## src/design/tlbpt_pkg.sv

```systemverilog
// Shared types and constants for the TLB / page table translator.
// Used by tlbpt_tlb and the top level; no dependencies.
`default_nettype none

package tlbpt_pkg;

   // Address split
   localparam int VA_W        = 16;
   localparam int PAGE_BITS   = 8;
   localparam int OFFSET_BITS = 8;
   localparam int PAGE_COUNT  = 1 << PAGE_BITS;

   // TLB geometry
   localparam int TLB_ENTRIES = 16;
   localparam int TLB_IDX_W   = $clog2(TLB_ENTRIES);

   // Physical frames
   localparam int FRAME_COUNT = 256;
   localparam int FRAME_W     = $clog2(FRAME_COUNT);
   localparam int FREE_W      = FRAME_W + 1;
   localparam int PA_W        = 16;
   localparam int FIDX_W      = 8;

   // Stream payload widths
   localparam int REQ_DATA_W  = 16;
   localparam int RSP_DATA_W  = 24;
   localparam int RSP_USER_W  = 3;

   // Write into one TLB entry
   typedef struct packed {
      logic                 en;
      logic [TLB_IDX_W-1:0] idx;
      logic [PAGE_BITS-1:0] page;
      logic [FRAME_W-1:0]   frame;
   } tlbpt_tlb_wr_type;

   // Result of comparing one TLB entry
   typedef struct packed {
      logic               match;
      logic [FRAME_W-1:0] frame;
   } tlbpt_tlb_cmp_type;

   // Sequencer states, one-hot
   typedef enum logic [4:0] {
      ST_IDLE   = 5'b00001,
      ST_SEARCH = 5'b00010,
      ST_PTREAD = 5'b00100,
      ST_FINISH = 5'b01000,
      ST_HOLD   = 5'b10000
   } tlbpt_state_type;

endpackage

`default_nettype wire

```

## src/design/tlb_page_table_translator_unit.sv

```systemverilog
// Top level: sequencer, page table valid bits, free frame counter, output item register.
// Depends on tlbpt_pkg, tlbpt_tlb and tlbpt_ram.
`default_nettype none

// Translates a 16-bit logical address (page in bits 15..8, offset in 7..0)
// to a physical address. A small sequencer walks the 16 TLB entries through
// one comparator, one entry per cycle, lowest entry first. A hit ends the
// walk at the matching entry, and its result is then loaded into the output
// register; a TLB miss compares all 16 entries, reads the page table from
// the synchronous frame RAM and then loads the result. On a miss an
// unmapped page is given the next free frame and the TLB entry at the FIFO
// pointer is refilled. When no frames remain, the item returns with
// out_of_frames set and nothing is mapped. req_tready is high only while the
// sequencer is idle; a finished item waits in the output register, so the
// next request may be accepted while the previous result is still pending.
// The page table valid bits clear at reset; there is no clearing pass.
module tlb_page_table_translator_unit
   import tlbpt_pkg::*;
(
   input  wire logic                  clock,
   input  wire logic                  reset,
   // Request stream
   input  wire logic                  req_tvalid,
   output logic                       req_tready,
   input  wire logic [REQ_DATA_W-1:0] req_tdata,  // [15:0] virtual_address
   // Response stream
   output logic                       rsp_tvalid,
   input  wire logic                  rsp_tready,
   output logic [RSP_DATA_W-1:0]      rsp_tdata,  // [15:0] physical_address, [23:16] frame_index
   output logic [RSP_USER_W-1:0]      rsp_tuser   // [0] tlb_hit, [1] page_fault, [2] out_of_frames
);

   tlbpt_state_type        state_ff, state_in;
   logic [TLB_IDX_W-1:0]   idx_ff, idx_in;
   logic [PAGE_BITS-1:0]   page_ff, page_in;
   logic [OFFSET_BITS-1:0] offset_ff, offset_in;
   logic [TLB_IDX_W-1:0]   tlb_next_ff, tlb_next_in;
   logic [FREE_W-1:0]      free_ff, free_in;
   logic [PAGE_COUNT-1:0]  pt_valid_ff, pt_valid_in;

   // Finished item fields
   logic [FRAME_W-1:0]     res_frame_ff, res_frame_in;
   logic                   res_hit_ff, res_hit_in;
   logic                   res_fault_ff, res_fault_in;
   logic                   res_oof_ff, res_oof_in;

   // Output register
   logic                   rsp_valid_ff, rsp_valid_in;
   logic [RSP_DATA_W-1:0]  rsp_data_ff, rsp_data_in;
   logic [RSP_USER_W-1:0]  rsp_user_ff, rsp_user_in;

   tlbpt_tlb_wr_type       tlb_wr;
   tlbpt_tlb_cmp_type      tlb_cmp;
   logic                   ram_wr_en;
   logic [FRAME_W-1:0]     ram_rd_data;
   logic                   out_free;
   logic [PA_W-1:0]        pa;

   tlbpt_tlb u_tlb (
      .clock  (clock),
      .reset  (reset),
      .rd_idx (idx_ff),
      .page   (page_ff),
      .wr     (tlb_wr),
      .cmp    (tlb_cmp)
   );

   // Page table frame store; read address is the held page
   tlbpt_ram #(
      .WIDTH (FRAME_W),
      .DEPTH (PAGE_COUNT)
   ) u_pt_ram (
      .clock   (clock),
      .wr_en   (ram_wr_en),
      .wr_addr (page_ff),
      .wr_data (free_ff[FRAME_W-1:0]),
      .rd_addr (page_ff),
      .rd_data (ram_rd_data)
   );

   assign req_tready = (state_ff == ST_IDLE);
   assign rsp_tvalid = rsp_valid_ff;
   assign rsp_tdata  = rsp_data_ff;
   assign rsp_tuser  = rsp_user_ff;
   assign out_free   = !rsp_valid_ff || rsp_tready;
   assign pa         = PA_W'({res_frame_ff, offset_ff});

   // Sequencer
   always_comb begin
      state_in     = state_ff;
      idx_in       = idx_ff;
      page_in      = page_ff;
      offset_in    = offset_ff;
      tlb_next_in  = tlb_next_ff;
      free_in      = free_ff;
      pt_valid_in  = pt_valid_ff;
      res_frame_in = res_frame_ff;
      res_hit_in   = res_hit_ff;
      res_fault_in = res_fault_ff;
      res_oof_in   = res_oof_ff;
      rsp_valid_in = rsp_valid_ff && !rsp_tready;
      rsp_data_in  = rsp_data_ff;
      rsp_user_in  = rsp_user_ff;
      tlb_wr       = '0;
      ram_wr_en    = 1'b0;

      case (state_ff)
         ST_IDLE: begin
            if (req_tvalid) begin
               page_in   = req_tdata[OFFSET_BITS +: PAGE_BITS];
               offset_in = req_tdata[OFFSET_BITS-1:0];
               idx_in    = '0;
               state_in  = ST_SEARCH;
            end
         end
         ST_SEARCH: begin
            if (tlb_cmp.match) begin
               res_frame_in = tlb_cmp.frame;
               res_hit_in   = 1'b1;
               res_fault_in = 1'b0;
               res_oof_in   = 1'b0;
               state_in     = ST_FINISH;
            end else if (idx_ff == TLB_IDX_W'(TLB_ENTRIES - 1)) begin
               state_in = ST_PTREAD;
            end else begin
               idx_in = idx_ff + 1'b1;
            end
         end
         ST_PTREAD: begin
            res_hit_in   = 1'b0;
            res_fault_in = 1'b0;
            res_oof_in   = 1'b0;
            state_in     = ST_FINISH;
            if (pt_valid_ff[page_ff]) begin
               res_frame_in = ram_rd_data;
               tlb_wr.en    = 1'b1;
            end else if (free_ff < FREE_W'(FRAME_COUNT)) begin
               // page fault: take the next free frame
               res_frame_in         = free_ff[FRAME_W-1:0];
               res_fault_in         = 1'b1;
               ram_wr_en            = 1'b1;
               pt_valid_in[page_ff] = 1'b1;
               free_in              = free_ff + 1'b1;
               tlb_wr.en            = 1'b1;
            end else begin
               res_frame_in = '0;
               res_oof_in   = 1'b1;
            end
            // FIFO refill of the TLB
            tlb_wr.idx   = tlb_next_ff;
            tlb_wr.page  = page_ff;
            tlb_wr.frame = res_frame_in;
            if (tlb_wr.en) begin
               tlb_next_in = (tlb_next_ff == TLB_IDX_W'(TLB_ENTRIES - 1)) ?
                             '0 : tlb_next_ff + 1'b1;
            end
         end
         ST_FINISH, ST_HOLD: begin
            if (out_free) begin
               rsp_valid_in = 1'b1;
               if (res_oof_ff) begin
                  rsp_data_in = '0;
               end else begin
                  rsp_data_in = RSP_DATA_W'({FIDX_W'(res_frame_ff), pa});
               end
               rsp_user_in = {res_oof_ff, res_fault_ff, res_hit_ff};
               state_in    = ST_IDLE;
            end else begin
               state_in = ST_HOLD;
            end
         end
         default: begin
            state_in = ST_IDLE;
         end
      endcase
   end

   // Control registers
   always_ff @(posedge clock) begin
      if (reset) begin
         state_ff     <= ST_IDLE;
         tlb_next_ff  <= '0;
         free_ff      <= '0;
         pt_valid_ff  <= '0;
         rsp_valid_ff <= 1'b0;
      end else begin
         state_ff     <= state_in;
         tlb_next_ff  <= tlb_next_in;
         free_ff      <= free_in;
         pt_valid_ff  <= pt_valid_in;
         rsp_valid_ff <= rsp_valid_in;
      end
   end

   // Payload registers
   always_ff @(posedge clock) begin
      idx_ff       <= idx_in;
      page_ff      <= page_in;
      offset_ff    <= offset_in;
      res_frame_ff <= res_frame_in;
      res_hit_ff   <= res_hit_in;
      res_fault_ff <= res_fault_in;
      res_oof_ff   <= res_oof_in;
      rsp_data_ff  <= rsp_data_in;
      rsp_user_ff  <= rsp_user_in;
   end

endmodule

`default_nettype wire

```

## src/design/tlbpt_ram.sv

```systemverilog
// Generic single-write, single-read RAM with registered read data.
// No dependencies; contents are undefined until written.
`default_nettype none

module tlbpt_ram #(
   parameter int WIDTH = 8,
   parameter int DEPTH = 256
) (
   input  wire logic                     clock,
   input  wire logic                     wr_en,
   input  wire logic [$clog2(DEPTH)-1:0] wr_addr,
   input  wire logic [WIDTH-1:0]         wr_data,
   input  wire logic [$clog2(DEPTH)-1:0] rd_addr,
   output logic      [WIDTH-1:0]         rd_data
);

   logic [WIDTH-1:0] mem_ff [DEPTH];

   always_ff @(posedge clock) begin
      if (wr_en) begin
         mem_ff[wr_addr] <= wr_data;
      end
      rd_data <= mem_ff[rd_addr];
   end

endmodule

`default_nettype wire

```

## src/design/tlbpt_tlb.sv

```systemverilog
// TLB entry storage with one shared compare unit reading one entry per cycle.
// Depends on tlbpt_pkg.
`default_nettype none

module tlbpt_tlb
   import tlbpt_pkg::*;
(
   input  wire logic                  clock,
   input  wire logic                  reset,
   input  wire logic [TLB_IDX_W-1:0]  rd_idx,
   input  wire logic [PAGE_BITS-1:0]  page,
   input  wire tlbpt_tlb_wr_type      wr,
   output tlbpt_tlb_cmp_type          cmp
);

   logic [TLB_ENTRIES-1:0] valid_ff;
   logic [PAGE_BITS-1:0]   page_ff  [TLB_ENTRIES];
   logic [FRAME_W-1:0]     frame_ff [TLB_ENTRIES];

   // Valid bits: cleared at reset, set on fill
   always_ff @(posedge clock) begin
      if (reset) begin
         valid_ff <= '0;
      end else if (wr.en) begin
         valid_ff[wr.idx] <= 1'b1;
      end
   end

   // Entry payload, gated by valid on read
   always_ff @(posedge clock) begin
      if (wr.en) begin
         page_ff[wr.idx]  <= wr.page;
         frame_ff[wr.idx] <= wr.frame;
      end
   end

   // Shared compare on the selected entry
   always_comb begin
      cmp.match = valid_ff[rd_idx] && (page_ff[rd_idx] == page);
      cmp.frame = frame_ff[rd_idx];
   end

endmodule

`default_nettype wire
```

## config.mk

```make
export PLATFORM = sky130hd
export DESIGN_NAME = tlb_page_table_translator_unit
export DESIGN_NICKNAME = d
export VERILOG_FILES = /design/src/design/tlbpt_pkg.sv /design/src/design/tlb_page_table_translator_unit.sv /design/src/design/tlbpt_ram.sv /design/src/design/tlbpt_tlb.sv
export SDC_FILE = /design/constraint.sdc
export NUM_CORES = 2
export LEC_CHECK = 0
export BUFFER_PORTS_ARGS = -buffer_cell sky130_fd_sc_hd__clkbuf_2
export CAP_MARGIN = 30
export CELL_PAD_IN_SITES_DETAIL_PLACEMENT = 1
export CELL_PAD_IN_SITES_GLOBAL_PLACEMENT = 1
export CORE_MARGIN = 4
export CORE_UTILIZATION = 51
export CTS_CLUSTER_SIZE = 12
export DETAILED_ROUTE_END_ITERATION = 10
export PLACE_DENSITY = 0.87
export SLEW_MARGIN = 20
export SYNTH_ARGS = -nofsm -noshare
export SYNTH_HDL_FRONTEND = slang
export SYNTH_SLANG_ARGS = --single-unit
```

## constraint.sdc

```tcl
create_clock -name clock -period 5 [get_ports clock]
set_input_delay 0.25 -clock clock [delete_from_list [all_inputs] [get_ports clock]]
set_output_delay 0.25 -clock clock [all_outputs]
set_load 0.05 [all_outputs]
```

Yosys cells after proc, flatten, opt, wreduce, memory -nomap -nowiden. Memories as Yosys holds them, arrays and structs flattened. A register that Yosys moved wholly into a read port is not among the register bits. Index checks and enable logic that the tools add are counted.

Register bits after elaboration: 349. Latch bits: 0. RAM bits: 2304. ROM bits: 0. Input port bits: 20. Output and inout port bits: 29. Logic and storage cells: 103. Memories kept: 3.

Memories: u_pt_ram.mem_ff (words 256, width 8, read ports 1, clocked after Yosys merged registers in 1, wr ports 1, RTL line tlbpt_ram.sv:17) `logic [WIDTH-1:0] mem_ff [DEPTH];`; u_tlb.frame_ff (words 16, width 8, read ports 1, clocked after Yosys merged registers in 1, wr ports 1, RTL line tlbpt_tlb.sv:18) `logic [FRAME_W-1:0] frame_ff [TLB_ENTRIES];`; u_tlb.page_ff (words 16, width 8, read ports 1, clocked after Yosys merged registers in 1, wr ports 1, RTL line tlbpt_tlb.sv:17) `logic [PAGE_BITS-1:0] page_ff [TLB_ENTRIES];`.

Add/sub/neg operators: 3. Multiply operators: 0. Divide/modulo/power cells: 0. Order comparisons: 6. Equal/unequal tests: 13. Shift operators: 0. Mux-type cells: 43. Bitwise operators: 3. Reductions and logical operators: 17.

Operators by type and width (count): OR 256 bit (1); two-way mux 4 bit (6); two-way mux 8 bit (3); two-way mux 21 bit (1); two-way mux 5 bit (4); case mux 5 bit (4 select lines) (1); two-way mux 1 bit (19); OR 16 bit (1); case mux 8 bit (2 select lines) (1); less-than comparator 4 x 5 -> 1 bit (second input constant) (2); AND reduction 2 bit (5); adder 9 x 1 -> 9 bit (second input constant) (1); less-than comparator 8 x 9 -> 1 bit (second input constant) (1); less-than comparator 9 bit (second input constant) (1); adder 4 x 1 -> 4 bit (second input constant) (2); binary-select mux 1 bit (select 8 bit) (1); demux 1 bit (select 8 bit) (1); equality test 4 bit (second input constant) (2); equality test 8 bit (1); >= comparator 8 x 1 -> 1 bit (second input constant) (1); inequality test 2 bit (second input constant) (4); case mux 4 bit (2 select lines) (1); case mux 1 bit (2 select lines) (3); equality test 5 x 1 -> 1 bit (second input constant) (1); 16 further kinds (21).

Longest topological paths before layout.
Depth after elaboration: 10. Depth in mapped cells: 15. Depth with buffers taken out: 8.

Cells and area by module. From an unflattened synthesis, not the netlist that was laid out.

Cells, all modules: 5274. Area, all modules: 103184.0 µm².

By module, submodules not included: tlbpt_ram (instances 1, cells an instance 3733, area each 79556.3 µm², sequential area each 61659.1 µm²); tlb_page_table_translator_unit (instances 1, cells an instance 1067, area each 13158.9 µm², sequential area each 7006.7 µm²); tlbpt_tlb (instances 1, cells an instance 474, area each 10468.8 µm², sequential area each 8007.7 µm²).

Worst setup path before layout. OpenSTA, ideal clock, no wires.

Path kind: register to register. From: register free_ff[0]. To: register free_ff[7]. Library setup time: 76 ps. Arrival time: 4880 ps. Required time: 4924 ps. Slack: 44 ps. Cell stages (with the launch flop): 4. Path buffers: 0. Clock period less this slack: 4956 ps. Cells stage by stage: dfxtp_1 > nand3_1 > or4_1 > a21oi_1.

Cells in the longest elaborated chain, start to end: 2. Elaborated cells on any way between the ends: 3. Those cells by class: add/sub: 1; order compare: 1; reduce/logical: 1.

Ends and longest elaborated chain: from (decl) (RTL line tlb_page_table_translator_unit.sv:38) `logic [FREE_W-1:0] free_ff, free_in;`; from (signal assigned) (RTL line tlb_page_table_translator_unit.sv:189) `free_ff <= free_in;`; less-than comparator 9 bit (RTL line tlb_page_table_translator_unit.sv:137) `end else if (free_ff < FREE_W'(FRAME_COUNT)) begin`; AND reduction 3 bit (no source line).

Parallel ways exist; a longest one is shown, timed or not. A chain may end at the register's enable or synchronous reset.

Worst setup path after layout.
From: register page_ff[2]. To: register pt_valid_ff[195].

Cells in the longest elaborated chain, start to end: 5. Elaborated cells on any way between the ends: 10. Those cells by class: order compare: 2; mux: 4; bitwise: 2; reduce/logical: 2.

Ends and longest elaborated chain: from (decl) (RTL line tlb_page_table_translator_unit.sv:35) `logic [PAGE_BITS-1:0] page_ff, page_in;`; from (signal assigned) (RTL line tlb_page_table_translator_unit.sv:198) `page_ff <= page_in;`; less-than comparator 8 x 9 -> 1 bit (implied by the code) / >= comparator 8 x 1 -> 1 bit (equally long branches) (RTL line tlb_page_table_translator_unit.sv:142) `pt_valid_in[page_ff] = 1'b1;`; logical AND 1 bit (implied by the code) (RTL line tlb_page_table_translator_unit.sv:142); two-way mux 1 bit (implied by the code) (RTL line tlb_page_table_translator_unit.sv:142); demux 1 bit (select 8 bit) (RTL line tlb_page_table_translator_unit.sv:142); OR 256 bit (no source line); to (signal assigned) (RTL line tlb_page_table_translator_unit.sv:190) `pt_valid_ff <= pt_valid_in;`; to (decl) (RTL line tlb_page_table_translator_unit.sv:39) `logic [PAGE_COUNT-1:0] pt_valid_ff, pt_valid_in;`.

Parallel ways exist; a longest one is shown, timed or not. The select of a mux whose other input is x is not followed.

==> metrics.txt <==
Final nets=5,398; placed cell area=between 100,000 and 150,000 um^2; min setup slack post-route=-41.3 ps; Congestion Overflow GR=0; Post-synth ARST share=0; outcome=complete, but fails checks; initial antenna violation count=35; Switching Fraction=0.236; Mapped Cells=4,883; crit end category=flip-flop; ANT nets after route=0; Post-Synth Simple-Gate Area=0.0382; hold_sp=req_tdata[1]; wire per inst=roughly 44 um; Final Critical Period=5040 ps; row cnt=165; final hold violations=0; crit path launch type=flip-flop; CTS tree=built; Comb pwr share=0.064; reg-to-reg startpoint=page_ff[2]$_DFFE_PP_; Seq/Total Area, Yosys=0.737; Die W=460 um; clock power share=0.429; Psw=0.0111 W; clk root buf=clkbuf_16; Slew @ Worst Pin=approximately 1300 ps; total nets after synthesis=4,906; share of power burned in registers=0.507; clock buffer depth=4; design area=119,000 um^2; GRT Util Overall=0.326; mux cell area share after synthesis=0.177; routed vias/inst=roughly 7.4; Fmax achieved=198 MHz; drt drc=1; multi-input logic area=25,700 um^2; Post-Route WL=roughly 360 mm; Avg Cell Area, Syn=21.3 um^2; number of synthesis warnings=0; Max-Cap Viols=0; synthesis-stage register bit count=2,657; initial DRC count=11.4k; io pins=49; CTS Buf Count=284; critical setup path kind=flip-flop to flip-flop; pin count of the biggest net entering global routing=207; Starting Density=0.514; die height=460 um; die area=211,000 um^2; DP Wirelength=188 mm; critical path required time=just under 6000 ps; Cell variety after synth=between 70 and 80; clock slew at reported path FFs=70 ps; headroom to the max-slew limit=0.166; H-tree levels=5; final cell count without fillers=8,273; Post-Syn Area=104,000 um^2; Cells after DPL=7,722; post-synthesis compound-gate area fraction=0.0293; share of cells above drive strength 1=0.340; maximum vdd drop=0.000372 V; met1 GRT Util=0.404; Worst Hold Class=input port to flip-flop; PwrDens=398 nW/um^2; Leakage=38.5 nW; PortBufs=between 40 and 50; Max Slew Vio Count=0; setup violators final=21; largest family of logic cells by synthesized area=multiplexers; Data arrival, critical path=5890 ps; Critical Path Source=page_ff[2]$_DFFE_PP_; Post-CTS Setup Inserts=0; number of synthesized flops with an enable pin=2,354; Via Count=~60k; Post-Synth Adder-Cell Area=0.000360; Internal=0.0361 W; Clock Latency Late Sink=980 ps; core area=approximately 200,000 um^2; GPL Wtd Cong=0.872; GR Util met3=0.106; CP max FO=79; utilization after layout=0.585; skew final=just under 90 ps; global-route wire length before repair=486 mm; xor/xnor share of the synthesized area=0.000925; routing usage on met2=0.502; Area Overhead vs Synth=14.0%; number of fill cells=16.9k; clock sink total=2,657; failing checks=design-rule violations, negative setup slack; drt pass-1 iters=10; global route hottest layer=met2; number of global-route vias before repair=60.5k; Main synth FF type=edfxtp_1; Register Area=76,800 um^2; fin crit share=1.01
[per-layer routing]
layer | up-vias | share of wire
met4 | 24 | 0.085
met2 | 6522 | 0.46
li1 | 21364 | -
met5 | - | 0.0010
met3 | 1734 | 0.14
met1 | 31249 | 0.32
[final timing paths]
path / to / slack, ps / cells past startpoint
setup / recovery: pt_valid_ff[195]$_SDFFE_PP0P_ / -40 / 11
hold / removal: offset_ff[1]$_DFFE_PP_ / 20 / 2
setup reg to reg: pt_valid_ff[195]$_SDFFE_PP0P_ / -40 / 11
hold reg to reg: rsp_tuser[0]$_DFFE_PP_ / 440 / 0
[area by class of cell]
class	count	share of cell area
clock inverter	28	0.00189
timing repair buffer	528	0.0373
inverter	19	0.000664
clock buffer	459	0.0676
tap	2672	0.0282
antenna	25	0.000527
multi-input combinational	1885	0.217
sequential	2657	0.647
[sequential cells by signal, summed over array words and instances, names as in the netlist, named ones only]
register,count
u_pt_ram.mem_ff,2048
rsp_tuser,3
page_ff,8
tlb_next_ff,4
u_tlb.page_ff,128
res_fault_ff,1
res_hit_ff,1
res_frame_ff,8
free_ff,9
res_oof_ff,1
u_pt_ram.rd_data,8
u_tlb.valid_ff,16
offset_ff,8
u_tlb.frame_ff,128
idx_ff,4
pt_valid_ff,256
rsp_tvalid,1
rsp_tdata,16
state_ff,5
[placed cells by master, fill, tap and decap left out, types with 12 or more instances in the layout]
cell / count
a21oi_1: 35
a22oi_1: 14
buf_12: 29
buf_4: 417
clkbuf_1: 155
clkbuf_16: 289
clkbuf_2: 50
clkbuf_8: 15
dfxtp_1: 293
diode_2: 25
dlygate4sd3_1: 20
edfxtp_1: 2354
inv_1: 13
mux2i_1: 51
mux4_2: 791
nand2_1: 139
nand3_1: 15
nor2_1: 63
nor2b_1: 32
nor3_1: 60
nor3_2: 227
o21a_1: 256
o21ai_0: 25
o2bb2ai_1: 12
or3_1: 16
[kinds of logic after synthesis]
| kind of cell | Yosys count |
|---|---|
| buf+inv | 341 |
| mux | 852 |
| fa+ha+maj | 3 |
| flops | 2657 |
| simple gates | 605 |
| xor+xnor | 11 |
| compound gates | 414 |
[synthesized netlist by cell type (all sizes together) (3+ instances only)]
cell / number / area [um^2]
a211o: 3 / 26.3
a211oi: 6 / 45.0
a21oi: 35 / 175
a221oi: 3 / 26.3
a22o: 3 / 26.3
a22oi: 14 / 105
a311oi: 3 / 43.8
a31oi: 8 / 50.1
and2: 7 / 43.8
and3: 3 / 18.8
buf: 221 / 1340
clkbuf: 101 / 379
clkinv: 3 / 11.3
dfxtp: 303 / 6070
edfxtp: 2354 / 70700
ha: 3 / 37.5
inv: 16 / 60.1
mux2: 9 / 101
mux2i: 52 / 521
mux4: 791 / 17800
nand2: 143 / 537
nand2b: 11 / 68.8
nand3: 15 / 75.1
nand3b: 4 / 30.0
nor2: 66 / 255
nor2b: 34 / 213
nor3: 287 / 2490
nor3b: 4 / 35.0
nor4: 4 / 25.0
o21a: 256 / 1920
o21ai: 29 / 153
o221ai: 5 / 43.8
o2bb2ai: 12 / 105
o31ai: 5 / 42.5
o41ai: 7 / 61.3
or3: 16 / 100
or4: 5 / 37.5
xnor2: 8 / 70.1
xor2: 3 / 26.3
[per-stage QoR]
| step | setup slack (ps) | power [W] | hold WS, ps | TNS [ps] |
|---|---|---|---|---|
| floorplan | 43.8 | 0.0261 | 349 | 0 |
| global placement | 472 | 0.0270 | 411 | 0 |
| detailed placement | 306 | 0.0271 | 417 | 0 |
| CTS | 78.0 | 0.0468 | 3.47 | 0 |
| global route | -19.4 | 0.0482 | 8.03 | -107 |
| finish | -41.3 | 0.0472 | 16.2 | -420 |
[worst max-delay path, cell delays in order, from the launching register on]
cell,delay [ps]
edfxtp_1,850
buf_4,290
buf_12,460
nor2_1,430
a221o_1,470
a311oi_4,700
o21ai_4,180
buf_12,290
buf_12,280
nor3_2,200
buf_4,270
o21a_1,360
[repair_timing]
action                                 CTS  global route
endpoints found under the hold margin   28             0
hold buffers                            20             0
gates resized for setup                  0             7
setup endpoints to repair                0          1451
[power by group through the flow]
stage / Clock [W] / Combinational (W) / Sequential [W]
after floorplan: 0 / 0.00182 / 0.0243
after global placement: 0 / 0.00265 / 0.0244
after detailed placement: 0 / 0.00274 / 0.0244
after CTS: 0.0200 / 0.00286 / 0.0239
after global routing: 0.0212 / 0.00304 / 0.0239
final: 0.0202 / 0.00304 / 0.0239
(Power assumes the default switching activity.)
